<file path="src/hw/rtl/tmt_pkg.sv">
// Shared types, constants and codes for the text-mode terminal writer.
package tmt_pkg;

  localparam int COLUMNS_DEF   = 80;
  localparam int ROWS_DEF      = 25;
  localparam int TAB_WIDTH_DEF = 8;
  localparam int QUEUE_DEPTH   = 4;

  localparam int OP_W   = 2;
  localparam int CHAR_W = 8;
  localparam int IDX_W  = 11;
  localparam int POS_W  = 11;
  localparam int ATTR_W = 8;
  localparam int DATA_W = 16;

  localparam logic [OP_W-1:0] OP_PUT   = 2'd0;
  localparam logic [OP_W-1:0] OP_CLEAR = 2'd1;
  localparam logic [OP_W-1:0] OP_READ  = 2'd2;

  localparam logic [CHAR_W-1:0] SPACE_CODE = 8'h20;
  localparam logic [CHAR_W-1:0] BS_CODE    = 8'h08;
  localparam logic [CHAR_W-1:0] TAB_CODE   = 8'h09;
  localparam logic [CHAR_W-1:0] LF_CODE    = 8'h0A;
  localparam logic [CHAR_W-1:0] CR_CODE    = 8'h0D;
  localparam logic [CHAR_W-1:0] PRINT_MAX  = 8'h7F;

  localparam logic [ATTR_W-1:0] ATTR_RESET = 8'h0F;

  typedef enum logic [2:0] {
    CMD_PRINT = 3'd0,
    CMD_BS    = 3'd1,
    CMD_TAB   = 3'd2,
    CMD_CR    = 3'd3,
    CMD_LF    = 3'd4,
    CMD_NOP   = 3'd5,
    CMD_CLEAR = 3'd6,
    CMD_READ  = 3'd7
  } cmd_kind_t;

  typedef struct packed {
    cmd_kind_t         kind;
    logic [CHAR_W-1:0] char_code;
    logic [IDX_W-1:0]  cell_index;
  } cmd_t;

endpackage

</file>
<file path="src/hw/rtl/tmt_front.sv">
// Front end: accepts items and classifies them into screen commands.
module tmt_front (
  input  logic                        clk,
  input  logic                        rst,
  input  logic                        in_valid,
  output logic                        in_ready,
  input  logic [tmt_pkg::OP_W-1:0]    operation,
  input  logic [tmt_pkg::CHAR_W-1:0]  char_code,
  input  logic [tmt_pkg::IDX_W-1:0]   cell_index,
  input  logic                        init_busy,
  input  logic                        q_full,
  output logic                        q_push,
  output tmt_pkg::cmd_t               q_cmd
);

  logic          f_valid;
  tmt_pkg::cmd_t f_cmd;
  tmt_pkg::cmd_t cls_cmd;
  logic          accept;

  assign in_ready = !init_busy && (!f_valid || !q_full);
  assign accept   = in_valid && in_ready;
  assign q_push   = f_valid && !q_full;
  assign q_cmd    = f_cmd;

  always_comb begin
    cls_cmd.char_code  = char_code;
    cls_cmd.cell_index = cell_index;
    case (operation)
      tmt_pkg::OP_PUT: begin
        if (char_code == tmt_pkg::BS_CODE) begin
          cls_cmd.kind = tmt_pkg::CMD_BS;
        end else if (char_code == tmt_pkg::TAB_CODE) begin
          cls_cmd.kind = tmt_pkg::CMD_TAB;
        end else if (char_code == tmt_pkg::CR_CODE) begin
          cls_cmd.kind = tmt_pkg::CMD_CR;
        end else if (char_code == tmt_pkg::LF_CODE) begin
          cls_cmd.kind = tmt_pkg::CMD_LF;
        end else if (char_code >= tmt_pkg::SPACE_CODE && char_code <= tmt_pkg::PRINT_MAX) begin
          cls_cmd.kind = tmt_pkg::CMD_PRINT;
        end else begin
          cls_cmd.kind = tmt_pkg::CMD_NOP;
        end
      end
      tmt_pkg::OP_CLEAR: cls_cmd.kind = tmt_pkg::CMD_CLEAR;
      tmt_pkg::OP_READ:  cls_cmd.kind = tmt_pkg::CMD_READ;
      default:           cls_cmd.kind = tmt_pkg::CMD_NOP;
    endcase
  end

  always_ff @(posedge clk) begin
    if (rst) begin
      f_valid <= 1'b0;
    end else if (accept) begin
      f_valid <= 1'b1;
    end else if (q_push) begin
      f_valid <= 1'b0;
    end
  end

  always_ff @(posedge clk) begin
    if (accept) begin
      f_cmd <= cls_cmd;
    end
  end

endmodule

</file>
<file path="config.mk">
export PLATFORM = sky130hd
export DESIGN_NAME = tmt_front
export DESIGN_NICKNAME = d
export VERILOG_FILES = /design/src/hw/rtl/tmt_pkg.sv /design/src/hw/rtl/tmt_front.sv
export SDC_FILE = /design/constraint.sdc
export NUM_CORES = 1
export LEC_CHECK = 0
export ABC_CLOCK_PERIOD_IN_PS = 3100
export BUFFER_PORTS_ARGS = -buffer_cell sky130_fd_sc_hd__buf_2
export CORE_MARGIN = 4
export CORE_UTILIZATION = 44
export CTS_BUF_LIST = sky130_fd_sc_hd__clkbuf_4
export DETAILED_ROUTE_END_ITERATION = 8
export PLACE_DENSITY = 0.79
export SLEW_MARGIN = 10
export SYNTH_ARGS = -nofsm -noshare
export SYNTH_HDL_FRONTEND = slang
export SYNTH_SLANG_ARGS = --single-unit
</file>
<file path="constraint.sdc">
create_clock -name clk -period 3.1 [get_ports clk]
set_clock_uncertainty 0.2 [all_clocks]
set_input_delay 0.62 -clock clk [delete_from_list [all_inputs] [get_ports clk]]
set_output_delay 0.62 -clock clk [all_outputs]
set_load 0.02 [all_outputs]
</file>
==> results of run 1 <==
[cell families after synthesis]
kind of cell             synth area share
buffers and inverters              0.0133
AO/OA/AOI/OAI                      0.0841
flip-flops                          0.802
adder cells (fa/ha/maj)            0.0295
AND/OR/NAND/NOR                    0.0708
[worst max path at each step]
stage | startpoint | end | slack, ns | depth (start not counted)
2_1_floorplan | init_busy | q_cmd[0] | 0.61 | 2
3_3_place_gp | q_full | in_ready | 1.25 | 3
3_5_place_dp | q_full | in_ready | 1.22 | 3
4_1_cts | q_full | in_ready | 1.21 | 3
5_1_grt | f_valid | q_push | 1.18 | 2
6_report | q_full | in_ready | 1.21 | 3
[cell usage after synthesis (all sizes together)]
master / count / area share
edfxtp: 22 / 0.78
a21oi: 4 / 0.024
inv: 3 / 0.013
nor2: 3 / 0.013
ha: 2 / 0.029
nor2b: 2 / 0.015
o211a: 2 / 0.024
o21ai: 2 / 0.012
a41oi: 1 / 0.010
dfxtp: 1 / 0.024
nand2: 1 / 0.0044
nand2b: 1 / 0.0074
nor3: 1 / 0.0059
nor3b: 1 / 0.015
nor4b: 1 / 0.010
o31ai: 1 / 0.015
[report_power, final]
part           switching, W  internal (W)  leakage [nW]   total, W
Clock             0.0000791     0.0000589        0.0184   0.000138
Combinational     0.0000450     0.0000280         0.289  0.0000730
Sequential       0.00000317      0.000357         0.214   0.000360
Total              0.000127      0.000444         0.521   0.000571
[placed cells by master (no fill, tap or decap)]
| cell type | n |
|---|---|
| a21oi_1 | 3 |
| a21oi_2 | 1 |
| a41oi_1 | 1 |
| buf_2 | 49 |
| buf_4 | 1 |
| clkbuf_4 | 4 |
| dfxtp_1 | 1 |
| edfxtp_1 | 22 |
| ha_1 | 2 |
| inv_1 | 3 |
| nand2_1 | 1 |
| nand2b_1 | 1 |
| nor2_1 | 3 |
| nor2b_1 | 2 |
| nor3_1 | 1 |
| nor3b_2 | 1 |
| nor4b_1 | 1 |
| o211a_1 | 2 |
| o21ai_0 | 2 |
| o31ai_2 | 1 |
[layout make-up]
| cell class | instances | area share |
|---|---|---|
| flip-flops and latches | 23 | 0.584 |
| repair buffers | 50 | 0.217 |
| multi-input cells | 22 | 0.137 |
| well taps | 25 | 0.0268 |
| clock buffers | 4 | 0.0258 |
| inverters | 3 | 0.00966 |
[metrics by stage]
step / area [um2] / hold WS [ns]
2_1_floorplan: 848 / 0.248
3_3_place_gp: 1140 / 0.272
3_5_place_dp: 1140 / 0.289
4_1_cts: 1170 / 0.260
5_1_grt: 1170 / 0.249
6_report: 1170 / 0.273
[critical path, stage by stage]
cell	delay (ns)
buf_2	0.13
a21oi_1	0.15
buf_2	0.18
[registers in the layout, indices dropped and copies added (netlist names)]
name,cells
q_cmd,22
f_valid,1
[metal layers]
layer	track usage	vias to the layer above	routed length, um	part of all wire
met2	0.264	35	962	0.54
met4	0.0786	0	36	0.020
met3	0.0315	4	200	0.11
met1	0.124	275	576	0.32
li1	-	293	-	-
met5	0	-	0	0
==> results by group, run 1 <==
Timing
  • Max-slew violation count: 0
  • Max-slew headroom: 0.816
  • Final hold vios: 0
  • Peak Freq: 529 MHz
  • Final setup margin: 1.21 ns
  • RSZ-0062 raised after global routing: no
  • Worst-Margin Slew: 0.272 ns
  • Final setup violation count: 0
  • Final Cycle Share: 0.610
  • Min Tclk post-route: 1.89 ns
  • Setup tns final: 0 ns

Synthesis
  • Sequential share of the synthesized area: 0.802
  • Post-synthesis cell count: 48
  • Netlist cell types: 16
  • Mean Syn Cell Area: 17.7 um2
  • Yosys reg bits: 23
  • Ys Warns: 0
  • Syn nets: 76
  • Syn Std Cell Area: 848 um2

Clock tree
  • CTS buffer count: 3
  • Worst-Skew Late Latency: 0.29 ns
  • Clk root buf: clkbuf_4
  • Clk sinks: 23
  • Clock transition at the registers of the reported paths: 0.11 ns
  • Setup bufs post-CTS: 0
  • H-tree depth: 1
  • Post-CTS Hold Buffers: 0
  • CTS tree: yes
  • Post-cts resize count: 0
  • Longest Clk Path Bufs: 2

Floorplan
  • Die ar.: 0.00269 mm2
  • Core region area: 0.00178 mm2
  • Die Y: 51.9 um
  • Row cnt: 15
  • Io pins: 50
  • Initial Utilization: 0.476
  • Die W: 51.9 um

Global route
  • Gr ovfl total: 0
  • First-pass GRT wire length: 2560 um
  • Vias in the first global route: 595
  • Largest net degree at the start of global routing: 23
  • Initial antenna violation count: 0
  • Total GRT Usage: 0.136

Hold path
  • Hold/Removal Path Class: in2reg
  • Hold path depth: 2
  • Hold Startpoint: rst
  • WHS Endpoint: f_valid

Place
  • Setup Slack @ Placement: 1.22 ns
  • Port Buffers: 49
  • Inst Count DP: 123
  • Gp weighted congestion: 0.725
  • Placed wire-length estimate: 1460 um

Routing
  • Via/cell ratio: 4.78
  • Total number of vias: 607
  • ANT nets after route: 0
  • DRC Markers: 0
  • Routed length per instance: 14.0 um
  • TritonRoute pass-1 iters: 4
  • Post-Route WL: 1780 um
  • Detailed Route Iter0 Violations: 15

Power and ir drop
  • Pwr Total: 0.000571 W
  • Cell area power density: 490 mW/mm2
  • Leakage: 0.521 nW
  • Peak supply drop: 0.311 mV

Worst setup path
  • Required time of the critical path: 2.28 ns
  • Worst setup SP type: input pin
  • R2R depth: 2
  • Critical path class: in2out
  • Setup crit end kind: output pin
  • Maximum fanout along the worst path: 4
  • Reg-to-reg endpoint: q_cmd[11]
  • Arrival @ worst endpoint: 1.07 ns
  • Reg2reg start: f_valid
  • Worst reg2reg setup slack: 1.83 ns

Final layout
  • P&R area growth vs syn: 37.5%
  • Antenna fix cells: 0
  • Fin cells: 127
  • Fill count: 146
  • Reg area: 681 um2
  • Layout Utilization: 0.654
  • Final #Nets: 131
  • Multi-input logic area: 160 um2
  • Fraction of layout cells with a size suffix above 1: 0.559

Flow run
  • Maxcap violations: 0

Status
  • Status: finished, final reports clean
No activity file was read; power rests on OpenSTA's default activity.
==> inputs of run 2 (changes only) <==
Settings changed: ABC_CLOCK_PERIOD_IN_PS 3100 to 1900.
Clock period 3.1 ns to 1.9 ns, I/O delays scaled along.
==> results by group, run 2 (synthesized netlist as in run 1, its figures left out) <==
Power and ir drop
  • Switching power: 0.000205 W (+61%)
  • P_int: 0.000727 W (+64%)
  • Pwr Total: 0.000931 W (+63%)
  • Comb pwr share: 0.129 (about the same)
  • Clock power share: 0.240 (-0.002)
  • Switching Share: 0.220 (-0.00320)
  • Sequential group share of total power: 0.631 (about the same)
  • Leakage: 0.525 nW (+0.68%)
  • Cell area power density: 790 mW/mm2 (+61%)
  • Peak supply drop: 0.469 mV (+51%)

Clock tree
  • Worst-Skew Late Latency: 0.29 ns (about the same)
  • Setup bufs post-CTS: 0 (unchanged)
  • H-tree depth: 1 (unchanged)
  • CTS buffer count: 3 (unchanged)
  • Clock transition at the registers of the reported paths: 0.11 ns (about the same)
  • Post-cts resize count: 0 (unchanged)
  • Post-CTS Hold Buffers: 0 (unchanged)
  • CTS tree: yes
  • Longest Clk Path Bufs: 2 (unchanged)
  • Clk root buf: clkbuf_4
  • Clk sinks: 23 (unchanged)

Timing
  • RSZ-0062 raised after global routing: no
  • Setup tns final: 0 ns (unchanged)
  • Worst-Margin Slew: 0.302 ns (+0.0296 ns)
  • Final hold vios: 0 (unchanged)
  • Max-slew headroom: 0.796 (-0.0200)
  • Min Tclk post-route: 1.58 ns
  • Final setup violation count: 0 (unchanged)
  • Peak Freq: 632 MHz
  • Final setup margin: 0.318 ns (-0.890 ns)
  • Final Cycle Share: 0.833
  • Max-slew violation count: 0 (unchanged)

Global route
  • Total GRT Usage: 0.132 (-0.00389)
  • First-pass GRT wire length: 2560 um (unchanged)
  • Vias in the first global route: 622 (+4.5%)
  • Gr ovfl total: 0 (unchanged)
  • Largest net degree at the start of global routing: 23 (unchanged)
  • Initial antenna violation count: 0 (unchanged)

Worst setup path
  • Buffers & Inverters on Critical Path: 1 (-1)
  • Maximum fanout along the worst path: 4 (unchanged)
  • CP delay by family, top: flip-flops
  • Critical path class: reg2out
  • Worst setup SP type: flop
  • Reg-to-reg endpoint: q_cmd[17]
  • Required time of the critical path: 1.32 ns (-0.96 ns)
  • Setup crit end kind: output pin
  • Arrival @ worst endpoint: 1.00 ns (-0.07 ns)
  • Worst reg2reg setup slack: 0.71 ns (-1.12 ns)
  • Critical path depth in cells: 2 (-1)
  • Critical path cell sequence: nor2b_1 -> buf_2
  • R2R depth: 2 (unchanged)
  • Slowest cell on the critical path: dfxtp_1
  • Largest stage delay, worst path: 0.39 ns (+0.21 ns)
  • Reg2reg start: f_valid
  • Crit path launch: f_valid

Final layout
  • Reg area: 681 um2 (unchanged)
  • Multi-input logic area: 160 um2 (unchanged)
  • Commonest non-fill, non-tap cell in the layout: buf_2
  • P&R area growth vs syn: 38.9%
  • Antenna fix cells: 0 (unchanged)
  • Fin area: 0.00118 mm2 (+1.1%)
  • Largest register FFs: 22 (unchanged)
  • Fraction of layout cells with a size suffix above 1: 0.559 (unchanged)
  • Fill count: 141 (-3.4%)
  • Most frequent cells in the layout: buf_2, edfxtp_1, clkbuf_4
  • Final #Nets: 131 (unchanged)

Routing
  • Routed length per instance: 12.7 um (-9.2%)
  • Via/cell ratio: 4.65 (-2.8%)
  • Detailed Route Iter0 Violations: 9 (-6)
  • DRC Markers: 0 (unchanged)
  • Post-Route WL: 1610 um (-9.2%)
  • TritonRoute pass-1 iters: 3 (-1)
  • ANT nets after route: 0 (unchanged)
  • Total number of vias: 590 (-2.8%)

Place
  • Port Buffers: 49 (unchanged)
  • Placed cell areas: 0.00115 mm2 (+1.1%)
  • Gp weighted congestion: 0.758 (+4.6%)
  • Placed wire-length estimate: 1320 um (-9.2%)
  • Setup Slack @ Placement: 0.318 ns (-0.898 ns)

Hold path
  • WHS Endpoint: f_valid
  • Hold/Removal Path Class: in2reg
  • Hold path depth: 2 (unchanged)
  • Hold Startpoint: rst

Flow run
  • Maxcap violations: 0 (unchanged)

Floorplan
  • Die Y: 51.9 um (unchanged)
  • Die ar.: 0.00269 mm2 (unchanged)
  • Io pins: 50 (unchanged)
  • Core region area: 0.00178 mm2 (unchanged)
  • Die W: 51.9 um (unchanged)
  • Row cnt: 15 (unchanged)
  • Initial Utilization: 0.476 (unchanged)

Status
  • Status: finished, final reports clean
run 2: cell types whose count changed in the layout (fill, tap and decap cells not counted):
cell,change
buf_12,+1
buf_4,-1
run 2: power by group through the flow:
stage	registers [W]	logic [W]	clock network, W
5_1_grt	0.000589	0.000132	0.000257
3_5_place_dp	0.000599	0.000122	0
4_1_cts	0.000588	0.000122	0.000235
6_report	0.000587	0.000121	0.000223
3_3_place_gp	0.000599	0.000117	0
2_1_floorplan	0.000628	0.0000299	0
run 2: worst max-delay path by stage:
stage | slack (ns) | end
2_1_floorplan | 0.14 | q_cmd[0]
3_5_place_dp | 0.32 | q_cmd[21]
5_1_grt | 0.21 | q_push
6_report | 0.32 | q_push
4_1_cts | 0.30 | q_push
3_3_place_gp | 0.38 | q_cmd[19]
run 2: metal layers:
metal,global-route usage,routed length [um],vias up
met1,0.127,539,269
met2,0.247,872,31
met4,0.0611,0,0
met3,0.0430,201,0
met5,0,0,-
li1,-,-,290
run 2: per-stage QoR:
stage,hold slack [ns],util,cells
global placement,0.270,0.644,123
detailed placement,0.283,0.644,123
global route,0.00566,0.661,127
finish,0.0314,0.661,127
CTS,0.0196,0.661,127
floorplan,0.249,-,48
run 2: cell type report:
cell class	count	area share
inverters	3	0.00955
multi-input cells	22	0.136
clock buffers	4	0.0255
well taps	25	0.0265
repair buffers	50	0.225
flip-flops and latches	23	0.577
