File: config.mk
export PLATFORM = sky130hd
export DESIGN_NAME = tmt_queue
export DESIGN_NICKNAME = d
export VERILOG_FILES = /design/src/hw/rtl/tmt_pkg.sv /design/src/hw/rtl/tmt_queue.sv
export SDC_FILE = /design/constraint.sdc
export NUM_CORES = 1
export LEC_CHECK = 0
export BUFFER_PORTS_ARGS = -buffer_cell sky130_fd_sc_hd__buf_4
export CORE_MARGIN = 2
export CORE_UTILIZATION = 60
export DETAILED_ROUTE_END_ITERATION = 12
export PLACE_DENSITY = 0.89
export SYNTH_ARGS = -nofsm -noshare
export SYNTH_HDL_FRONTEND = slang
export SYNTH_SLANG_ARGS = --single-unit
File: constraint.sdc
create_clock -name clk -period 3.2 [get_ports clk]
set_input_delay 0.32 -clock clk [delete_from_list [all_inputs] [get_ports clk]]
set_output_delay 0.32 -clock clk [all_outputs]
set_load 0.1 [all_outputs]
File: src/hw/rtl/tmt_pkg.sv
// Shared types, constants and codes for the text-mode terminal writer.
package tmt_pkg;

  localparam int COLUMNS_DEF   = 80;
  localparam int ROWS_DEF      = 25;
  localparam int TAB_WIDTH_DEF = 8;
  localparam int QUEUE_DEPTH   = 4;

  localparam int OP_W   = 2;
  localparam int CHAR_W = 8;
  localparam int IDX_W  = 11;
  localparam int POS_W  = 11;
  localparam int ATTR_W = 8;
  localparam int DATA_W = 16;

  localparam logic [OP_W-1:0] OP_PUT   = 2'd0;
  localparam logic [OP_W-1:0] OP_CLEAR = 2'd1;
  localparam logic [OP_W-1:0] OP_READ  = 2'd2;

  localparam logic [CHAR_W-1:0] SPACE_CODE = 8'h20;
  localparam logic [CHAR_W-1:0] BS_CODE    = 8'h08;
  localparam logic [CHAR_W-1:0] TAB_CODE   = 8'h09;
  localparam logic [CHAR_W-1:0] LF_CODE    = 8'h0A;
  localparam logic [CHAR_W-1:0] CR_CODE    = 8'h0D;
  localparam logic [CHAR_W-1:0] PRINT_MAX  = 8'h7F;

  localparam logic [ATTR_W-1:0] ATTR_RESET = 8'h0F;

  typedef enum logic [2:0] {
    CMD_PRINT = 3'd0,
    CMD_BS    = 3'd1,
    CMD_TAB   = 3'd2,
    CMD_CR    = 3'd3,
    CMD_LF    = 3'd4,
    CMD_NOP   = 3'd5,
    CMD_CLEAR = 3'd6,
    CMD_READ  = 3'd7
  } cmd_kind_t;

  typedef struct packed {
    cmd_kind_t         kind;
    logic [CHAR_W-1:0] char_code;
    logic [IDX_W-1:0]  cell_index;
  } cmd_t;

endpackage

File: src/hw/rtl/tmt_queue.sv
// Short command queue between the front end and the screen engine.
module tmt_queue (
  input  logic          clk,
  input  logic          rst,
  input  logic          push,
  input  tmt_pkg::cmd_t push_cmd,
  output logic          full,
  input  logic          pop,
  output logic          head_valid,
  output tmt_pkg::cmd_t head_cmd
);

  localparam int DEPTH = tmt_pkg::QUEUE_DEPTH;
  localparam int PW    = (DEPTH > 1) ? $clog2(DEPTH) : 1;
  localparam int CNTW  = $clog2(DEPTH + 1);

  tmt_pkg::cmd_t   entries [DEPTH];
  logic [PW-1:0]   wr_ptr;
  logic [PW-1:0]   rd_ptr;
  logic [CNTW-1:0] count;
  logic            do_push;
  logic            do_pop;

  assign full       = (count == CNTW'(DEPTH));
  assign head_valid = (count != '0);
  assign head_cmd   = entries[rd_ptr];
  assign do_push    = push && !full;
  assign do_pop     = pop && head_valid;

  always_ff @(posedge clk) begin
    if (rst) begin
      wr_ptr <= '0;
      rd_ptr <= '0;
      count  <= '0;
    end else begin
      if (do_push) begin
        wr_ptr <= (wr_ptr == PW'(DEPTH - 1)) ? '0 : wr_ptr + 1'b1;
      end
      if (do_pop) begin
        rd_ptr <= (rd_ptr == PW'(DEPTH - 1)) ? '0 : rd_ptr + 1'b1;
      end
      if (do_push && !do_pop) begin
        count <= count + 1'b1;
      end else if (do_pop && !do_push) begin
        count <= count - 1'b1;
      end
    end
  end

  always_ff @(posedge clk) begin
    if (do_push) begin
      entries[wr_ptr] <= push_cmd;
    end
  end

endmodule

==> impl_metrics.env, run 1 <==
export IMPL_totalWireLength_um=5739
export IMPL_combinationalPowerShare=0.411
export IMPL_portBuffers=49
export IMPL_layout_cell_share_with_drive_strength_beyond_1=0.4123
export IMPL_unrepaired_setup_endpoints_after_global_routing="no"
export IMPL_cellPowerDensity_nw_per_um2=918.5
export IMPL_pin_count_of_the_biggest_net_entering_global_routing=23
export IMPL_final_min_period_over_clock_period=0.7481
export IMPL_timing_worst_setup_path_type="reg2out"
export IMPL_routed_via_count=1741
export IMPL_grt_first_pass_wirelength_um=8901
export IMPL_fin_util=0.7246
export IMPL_overflow=0
export IMPL_highest_cell_delay_on_the_worst_timing_path_ns=0.85
export IMPL_path_max_fanout=22
export IMPL_timing_critical_path_to_type="output port"
export IMPL_cap_viol_max_count=0
export IMPL_timing_critical_path_cells="mux4_2 -> buf_4"
export IMPL_first_iter_violations=128
export IMPL_final_cell_mix="edfxtp_1 (88), buf_4 (54), mux4_2 (22)"
export IMPL_placement_cell_area_um2=4128
export IMPL_postRouteAntennaNets=0
export IMPL_power_switching_fraction=0.4306
export IMPL_die_h_um=82.16
export IMPL_hold_path_startpoint="push_cmd[4]"
export IMPL_post_cts_buffers=0
export IMPL_mean_syn_cell_area_um2=22.35
export IMPL_worst_skew_pair_late_latency_ns=0.35
export IMPL_timing_reg2reg_worst_path_depth=9
export IMPL_first_global_vias=1745
export IMPL_critPathRequiredTime_ns=2.88
export IMPL_layout_nets=256
export IMPL_fp_coreArea_um2=5921
export IMPL_drc=0
export IMPL_synth_cells=164
export IMPL_internal_power_mw=2.244
export IMPL_first_pass_iters=4
export IMPL_yosys_top_cells_area="edfxtp_1 (72%), mux4_2 (14%), dfxtp_1 (4.9%)"
export IMPL_seq_power_share=0.419
export IMPL_synth_cell_area_um2=3665
export IMPL_max_clock_freq_mhz=417.7
export IMPL_cp_start_kind="register"
export IMPL_slew_headroom=0.4815
export IMPL_synth_nets=197
export IMPL_r2r_start="count[0]"
export IMPL_clock_pin_slew_worst_setup_and_hold_paths_ns=0.09
export IMPL_synth_area_leader_cell="edfxtp_1"
export IMPL_synth_top_area_share=0.7211
export IMPL_skew_final_ns=0.004858
export IMPL_total_setup_violations_reported_at_the_end_of_the_flow=0
export IMPL_worst_hold_class="in2reg"
export IMPL_numClockSinks=97
export IMPL_post_cts_resize_count=0
export IMPL_ff_latch_area_um2=2824
export IMPL_clockBufferDepth=2
export IMPL_layout_filler_cells=345
export IMPL_netSwitchingPower_mw=1.697
export IMPL_leakagePower_nw=1.498
export IMPL_timing_hold_worst_endpoint="entries[1][4]"
export IMPL_final_common_cell="edfxtp_1"
export IMPL_final_min_clock_period_ns=2.394
export IMPL_avgViaCountPerCell=5.746
export IMPL_antenna_diode_count=0
export IMPL_synth_yosys_seq_area_share=0.7702
export IMPL_fp_row_count=28
export IMPL_floorplan_io_pins=50
export IMPL_cp_slowest_cell="dfxtp_2"
export IMPL_status="complete, no violations"
export IMPL_cp_arrival_ns=2.07
export IMPL_place_gp_congestion=0.7464
export IMPL_reg2reg_slack_ns=0.91
export IMPL_power_frac_clock=0.171
export IMPL_tns_ns=0
export IMPL_yosys_cell_types_count=26
export IMPL_hold_path_depth=1
export IMPL_initial_utilization=0.6190
export IMPL_cts_buffers=9
export IMPL_clock_tree_htree_level_count=3
export IMPL_regToRegEndpoint="count[2]"
export IMPL_cts_hold_fix_buffers=0
export IMPL_drv_slew=0
export IMPL_yosysWarningCount=0
export IMPL_postSynthRegisterBits=97
export IMPL_antenna_violations_before_repair=0
export IMPL_dp_final_hpwl_um=3718
export IMPL_footprint_of_the_multi_input_gates_um2=767.0
export IMPL_max_vdd_ir_drop_v=0.0006821
export IMPL_finish_instance_area_um2=4290
export IMPL_worst_pin_slew_ns=0.7778
export IMPL_mean_routed_wirelength_per_cell_um=18.94
export IMPL_dieArea_um2=6749
export IMPL_clock_tree_from_tritoncts="yes"
export IMPL_report_final_hold_viol_count=0
export IMPL_cts_root_buffer_cell="clkbuf_8"
export IMPL_area_growth_pct=17.07
export IMPL_overall_global_routing_resource_usage=0.1922
export IMPL_floorplan_die_width_um=82.16
-- worst max path at each step --
stage,depth (start not counted),to,slack [ns]
final,2,head_cmd[13],0.81
after global routing,2,head_cmd[13],0.66
after CTS,2,head_cmd[13],0.74
after detailed placement,9,count[2],0.94
after global placement,9,count[2],1.02
after floorplan,10,count[2],0.95
-- layout make-up --
| type | instances | area share |
|---|---|---|
| clock buffers | 11 | 0.03062 |
| clock inverters | 5 | 0.007291 |
| inverters | 5 | 0.008749 |
| multi-input cells | 56 | 0.1788 |
| flip-flops and latches | 97 | 0.6582 |
| well taps | 75 | 0.02187 |
| repair buffers | 54 | 0.09449 |
-- per-stage QoR --
step / hold WS (ns) / total power, mW / instances / worst slack, ns
floorplan: 0.4189 / 2.991 / 164 / 0.9458
global placement: 0.4719 / 3.285 / 287 / 1.022
detailed placement: 0.4769 / 3.308 / 287 / 0.9398
CTS: 0.1487 / 3.969 / 303 / 0.7354
global route: 0.1385 / 4.097 / 303 / 0.6585
finish: 0.1592 / 3.941 / 303 / 0.8059
-- kinds of logic after synthesis --
logic type      share of synthesized area
xor+xnor                         0.004781
fa+ha+maj                         0.02595
flops                              0.7702
mux                                0.1407
compound gates                    0.01365
buf+inv                           0.02048
simple gates                      0.02424
-- flip-flops by register name, summed over array words and instances (netlist names), named ones only --
| signal | cells |
|---|---|
| rd_ptr | 2 |
| wr_ptr | 2 |
| count | 3 |
| entries | 88 |
-- power by group through the flow --
stage	Clock [mW]	Combinational, mW	Sequential, mW
after global routing	0.741	1.68	1.68
final	0.674	1.62	1.65
after CTS	0.686	1.63	1.66
after floorplan	0	1.38	1.61
after detailed placement	0	1.62	1.69
after global placement	0	1.61	1.67
-- cell usage after synthesis --
cell type / n
dfxtp_1: 9
buf_1: 1
and3_1: 4
o21ai_1: 1
inv_1: 3
nor3_1: 1
edfxtp_1: 88
ha_1: 6
o21ai_0: 1
mux4_2: 22
or3b_1: 1
nor2_1: 3
nand3_1: 2
buf_6: 1
or3_1: 3
buf_4: 2
nor2_2: 1
bufinv_8: 1
fa_1: 1
xor2_1: 2
mux2i_1: 2
clkinv_4: 1
nand2_1: 1
o31ai_2: 2
clkbuf_1: 2
a21oi_1: 3
-- metal layers --
| layer | routed length, um | track usage | vias up |
|---|---|---|---|
| met5 | 0 | 0 | - |
| met4 | 85 | 0.08333 | 0 |
| met3 | 302 | 0.05109 | 9 |
| met2 | 3044 | 0.3130 | 51 |
| met1 | 2307 | 0.2469 | 892 |
| li1 | - | - | 789 |
-- critical path, delay by kind of cell (launching register included) --
| family | cells | cell delay (ns) |
|---|---|---|
| buffers and inverters | 1 | 0.25 |
| flip-flops | 1 | 0.85 |
| multiplexers | 1 | 0.62 |
Power figures use the tool's default switching activity.
==> run 2, diff against run 1 <==
--- a/config.mk
+++ b/config.mk
@@ -7,9 +7,9 @@
 export LEC_CHECK = 0
 export BUFFER_PORTS_ARGS = -buffer_cell sky130_fd_sc_hd__buf_4
 export CORE_MARGIN = 2
-export CORE_UTILIZATION = 60
+export CORE_UTILIZATION = 56
 export DETAILED_ROUTE_END_ITERATION = 12
-export PLACE_DENSITY = 0.89
+export PLACE_DENSITY = 0.84
 export SYNTH_ARGS = -nofsm -noshare
 export SYNTH_HDL_FRONTEND = slang
 export SYNTH_SLANG_ARGS = --single-unit
==> constraint.sdc (replaced) <==
create_clock -name clk -period 2.3 [get_ports clk]
set_input_delay 0.23 -clock clk [delete_from_list [all_inputs] [get_ports clk]]
set_output_delay 0.23 -clock clk [all_outputs]
set_load 0.1 [all_outputs]
==> run 2 against run 1 <==
Power increased by 40%; via count down 0.34%; clock skew grew 0.0028 ns; cell area grew 0.90%; flip-flop and latch count stayed put; setup slack got worse by 0.70 ns; largest power group is now combinational cells.
==> impl_metrics.env, run 2 (synthesis gave the netlist of run 1 again) <==
export IMPL_max_clock_freq_mhz=456.6
export IMPL_total_setup_violations_reported_at_the_end_of_the_flow=0
export IMPL_clock_tree_htree_level_count=3
export IMPL_final_common_cell="edfxtp_1"
export IMPL_worst_hold_class="in2reg"
export IMPL_reg_largest_list="entries x88, count x3"
export IMPL_postRouteAntennaNets=0
export IMPL_floorplan_io_pins=50
export IMPL_slew_headroom=0.7463
export IMPL_clock_pin_slew_worst_setup_and_hold_paths_ns=0.09
export IMPL_skew_final_ns=0.007612
export IMPL_initial_utilization=0.5771
export IMPL_cts_root_buffer_cell="clkbuf_8"
export IMPL_leakagePower_nw=1.518
export IMPL_max_vdd_ir_drop_v=0.001172
export IMPL_cts_buffers=9
export IMPL_antenna_violations_before_repair=0
export IMPL_layout_nets=259
export IMPL_cp_start_kind="register"
export IMPL_path_max_fanout=7
export IMPL_overall_global_routing_resource_usage=0.1704
export IMPL_final_min_period_over_clock_period=0.9523
export IMPL_layout_cell_share_with_drive_strength_beyond_1=0.4416
export IMPL_area_growth_pct=18.13
export IMPL_numClockSinks=97
export IMPL_worst_pin_slew_ns=0.3782
export IMPL_final_cell_mix="edfxtp_1 (88), buf_4 (57), mux4_2 (22)"
export IMPL_place_gp_congestion=0.7077
export IMPL_post_placement_setup_slack_ns=0.05279
export IMPL_overflow=0
export IMPL_worst_skew_pair_late_latency_ns=0.35
export IMPL_first_iter_violations=141
export IMPL_clockBufferDepth=2
export IMPL_timing_critical_path_to_type="register"
export IMPL_avgViaCountPerCell=5.633
export IMPL_cellPowerDensity_nw_per_um2=1276
export IMPL_pin_count_of_the_biggest_net_entering_global_routing=23
export IMPL_dp_final_hpwl_um=3896
export IMPL_totalWireLength_um=5839
export IMPL_routed_via_count=1735
export IMPL_mean_routed_wirelength_per_cell_um=18.96
export IMPL_drv_slew=0
export IMPL_report_final_hold_viol_count=0
export IMPL_fp_coreArea_um2=6350
export IMPL_timing_worst_setup_path_type="reg2reg"
export IMPL_largest_register_ff_count=88
export IMPL_dieArea_um2=7207
export IMPL_critPathRequiredTime_ns=2.59
export IMPL_layout_setup_ws_ns=0.1098
export IMPL_floorplan_die_width_um=84.90
export IMPL_drc=0
export IMPL_grt_first_pass_wirelength_um=8804
export IMPL_cp_arrival_ns=2.48
export IMPL_reg2reg_slack_ns=0.11
export IMPL_antenna_diode_count=0
export IMPL_die_h_um=84.90
export IMPL_cap_viol_max_count=0
export IMPL_clock_tree_from_tritoncts="yes"
export IMPL_status="complete, no violations"
export IMPL_portBuffers=49
export IMPL_regMostFlops="entries"
export IMPL_finish_instance_area_um2=4329
export IMPL_final_min_clock_period_ns=2.190
export IMPL_place_detailed_instances=292
export IMPL_layout_filler_cells=414
export IMPL_layoutNonFillerInstCount=308
export IMPL_first_pass_iters=4
export IMPL_placement_cell_area_um2=4153
export IMPL_fp_row_count=29
export IMPL_first_global_vias=1788
run 2: cell types whose count changed in the layout (fill, tap and decap cells not counted), sizes merged:
cell,delta
inv,-1
clkinv,+2
clkbuf,-2
clkinvlp,+1
buf,+3
run 2: where the power goes:
group | switching (mW) | internal [mW] | total, mW
Sequential | 0.0795 | 2.14 | 2.22
Combinational | 1.75 | 0.624 | 2.38
Clock | 0.541 | 0.388 | 0.929
run 2: final cells by class:
cell class	instances	area, um2	share of cell area
clock buffer	9	123.9	0.02861
clock inverter	7	47.55	0.01098
inverter	5	37.54	0.008671
multi-input combinational	56	769.5	0.1777
sequential	97	2826	0.6529
tap	77	96.34	0.02225
timing repair buffer	57	427.9	0.09884
run 2: worst paths after layout:
kind / start / to / depth (start not counted)
max: count[2] / count[2] / 9
max reg2reg: count[2] / count[2] / 9
min: push_cmd[20] / entries[1][20] / 1
min reg2reg: rd_ptr[0] / register / 2
run 2: layer usage:
layer  up-vias  track usage  wire, um
li1        791            -         -
met1       894       0.2025      2345
met2        43       0.2956      3151
met3         7      0.06518       278
met4         0      0.04329        63
met5         -            0         0
run 2: repair_timing:
action	in CTS	in global routing
hold buffers	0	0
hold endpoints to repair	0	0
gates resized for setup	0	3
setup buffers	0	0
setup endpoints to repair	0	1
run 2: critical path: stages (launching register included):
cell	delay, ns
dfxtp_1	0.35
or3b_4	0.30
clkinv_4	0.06
nor2_2	0.13
ha_1	0.22
inv_1	0.07
fa_1	0.38
xor2_1	0.17
or3_1	0.32
a21oi_1	0.14
run 2: per-stage QoR:
step | utilization | TNS [ns] | hold WS, ns | total power [mW]
after floorplan | - | 0 | 0.3289 | 4.161
after global placement | 0.6540 | 0 | 0.4308 | 4.592
after detailed placement | 0.6540 | 0 | 0.4340 | 4.638
after CTS | 0.6810 | 0 | 0.05877 | 5.556
after global routing | 0.6818 | -0.02547 | 0.04795 | 5.721
final | 0.6818 | 0 | 0.07127 | 5.524
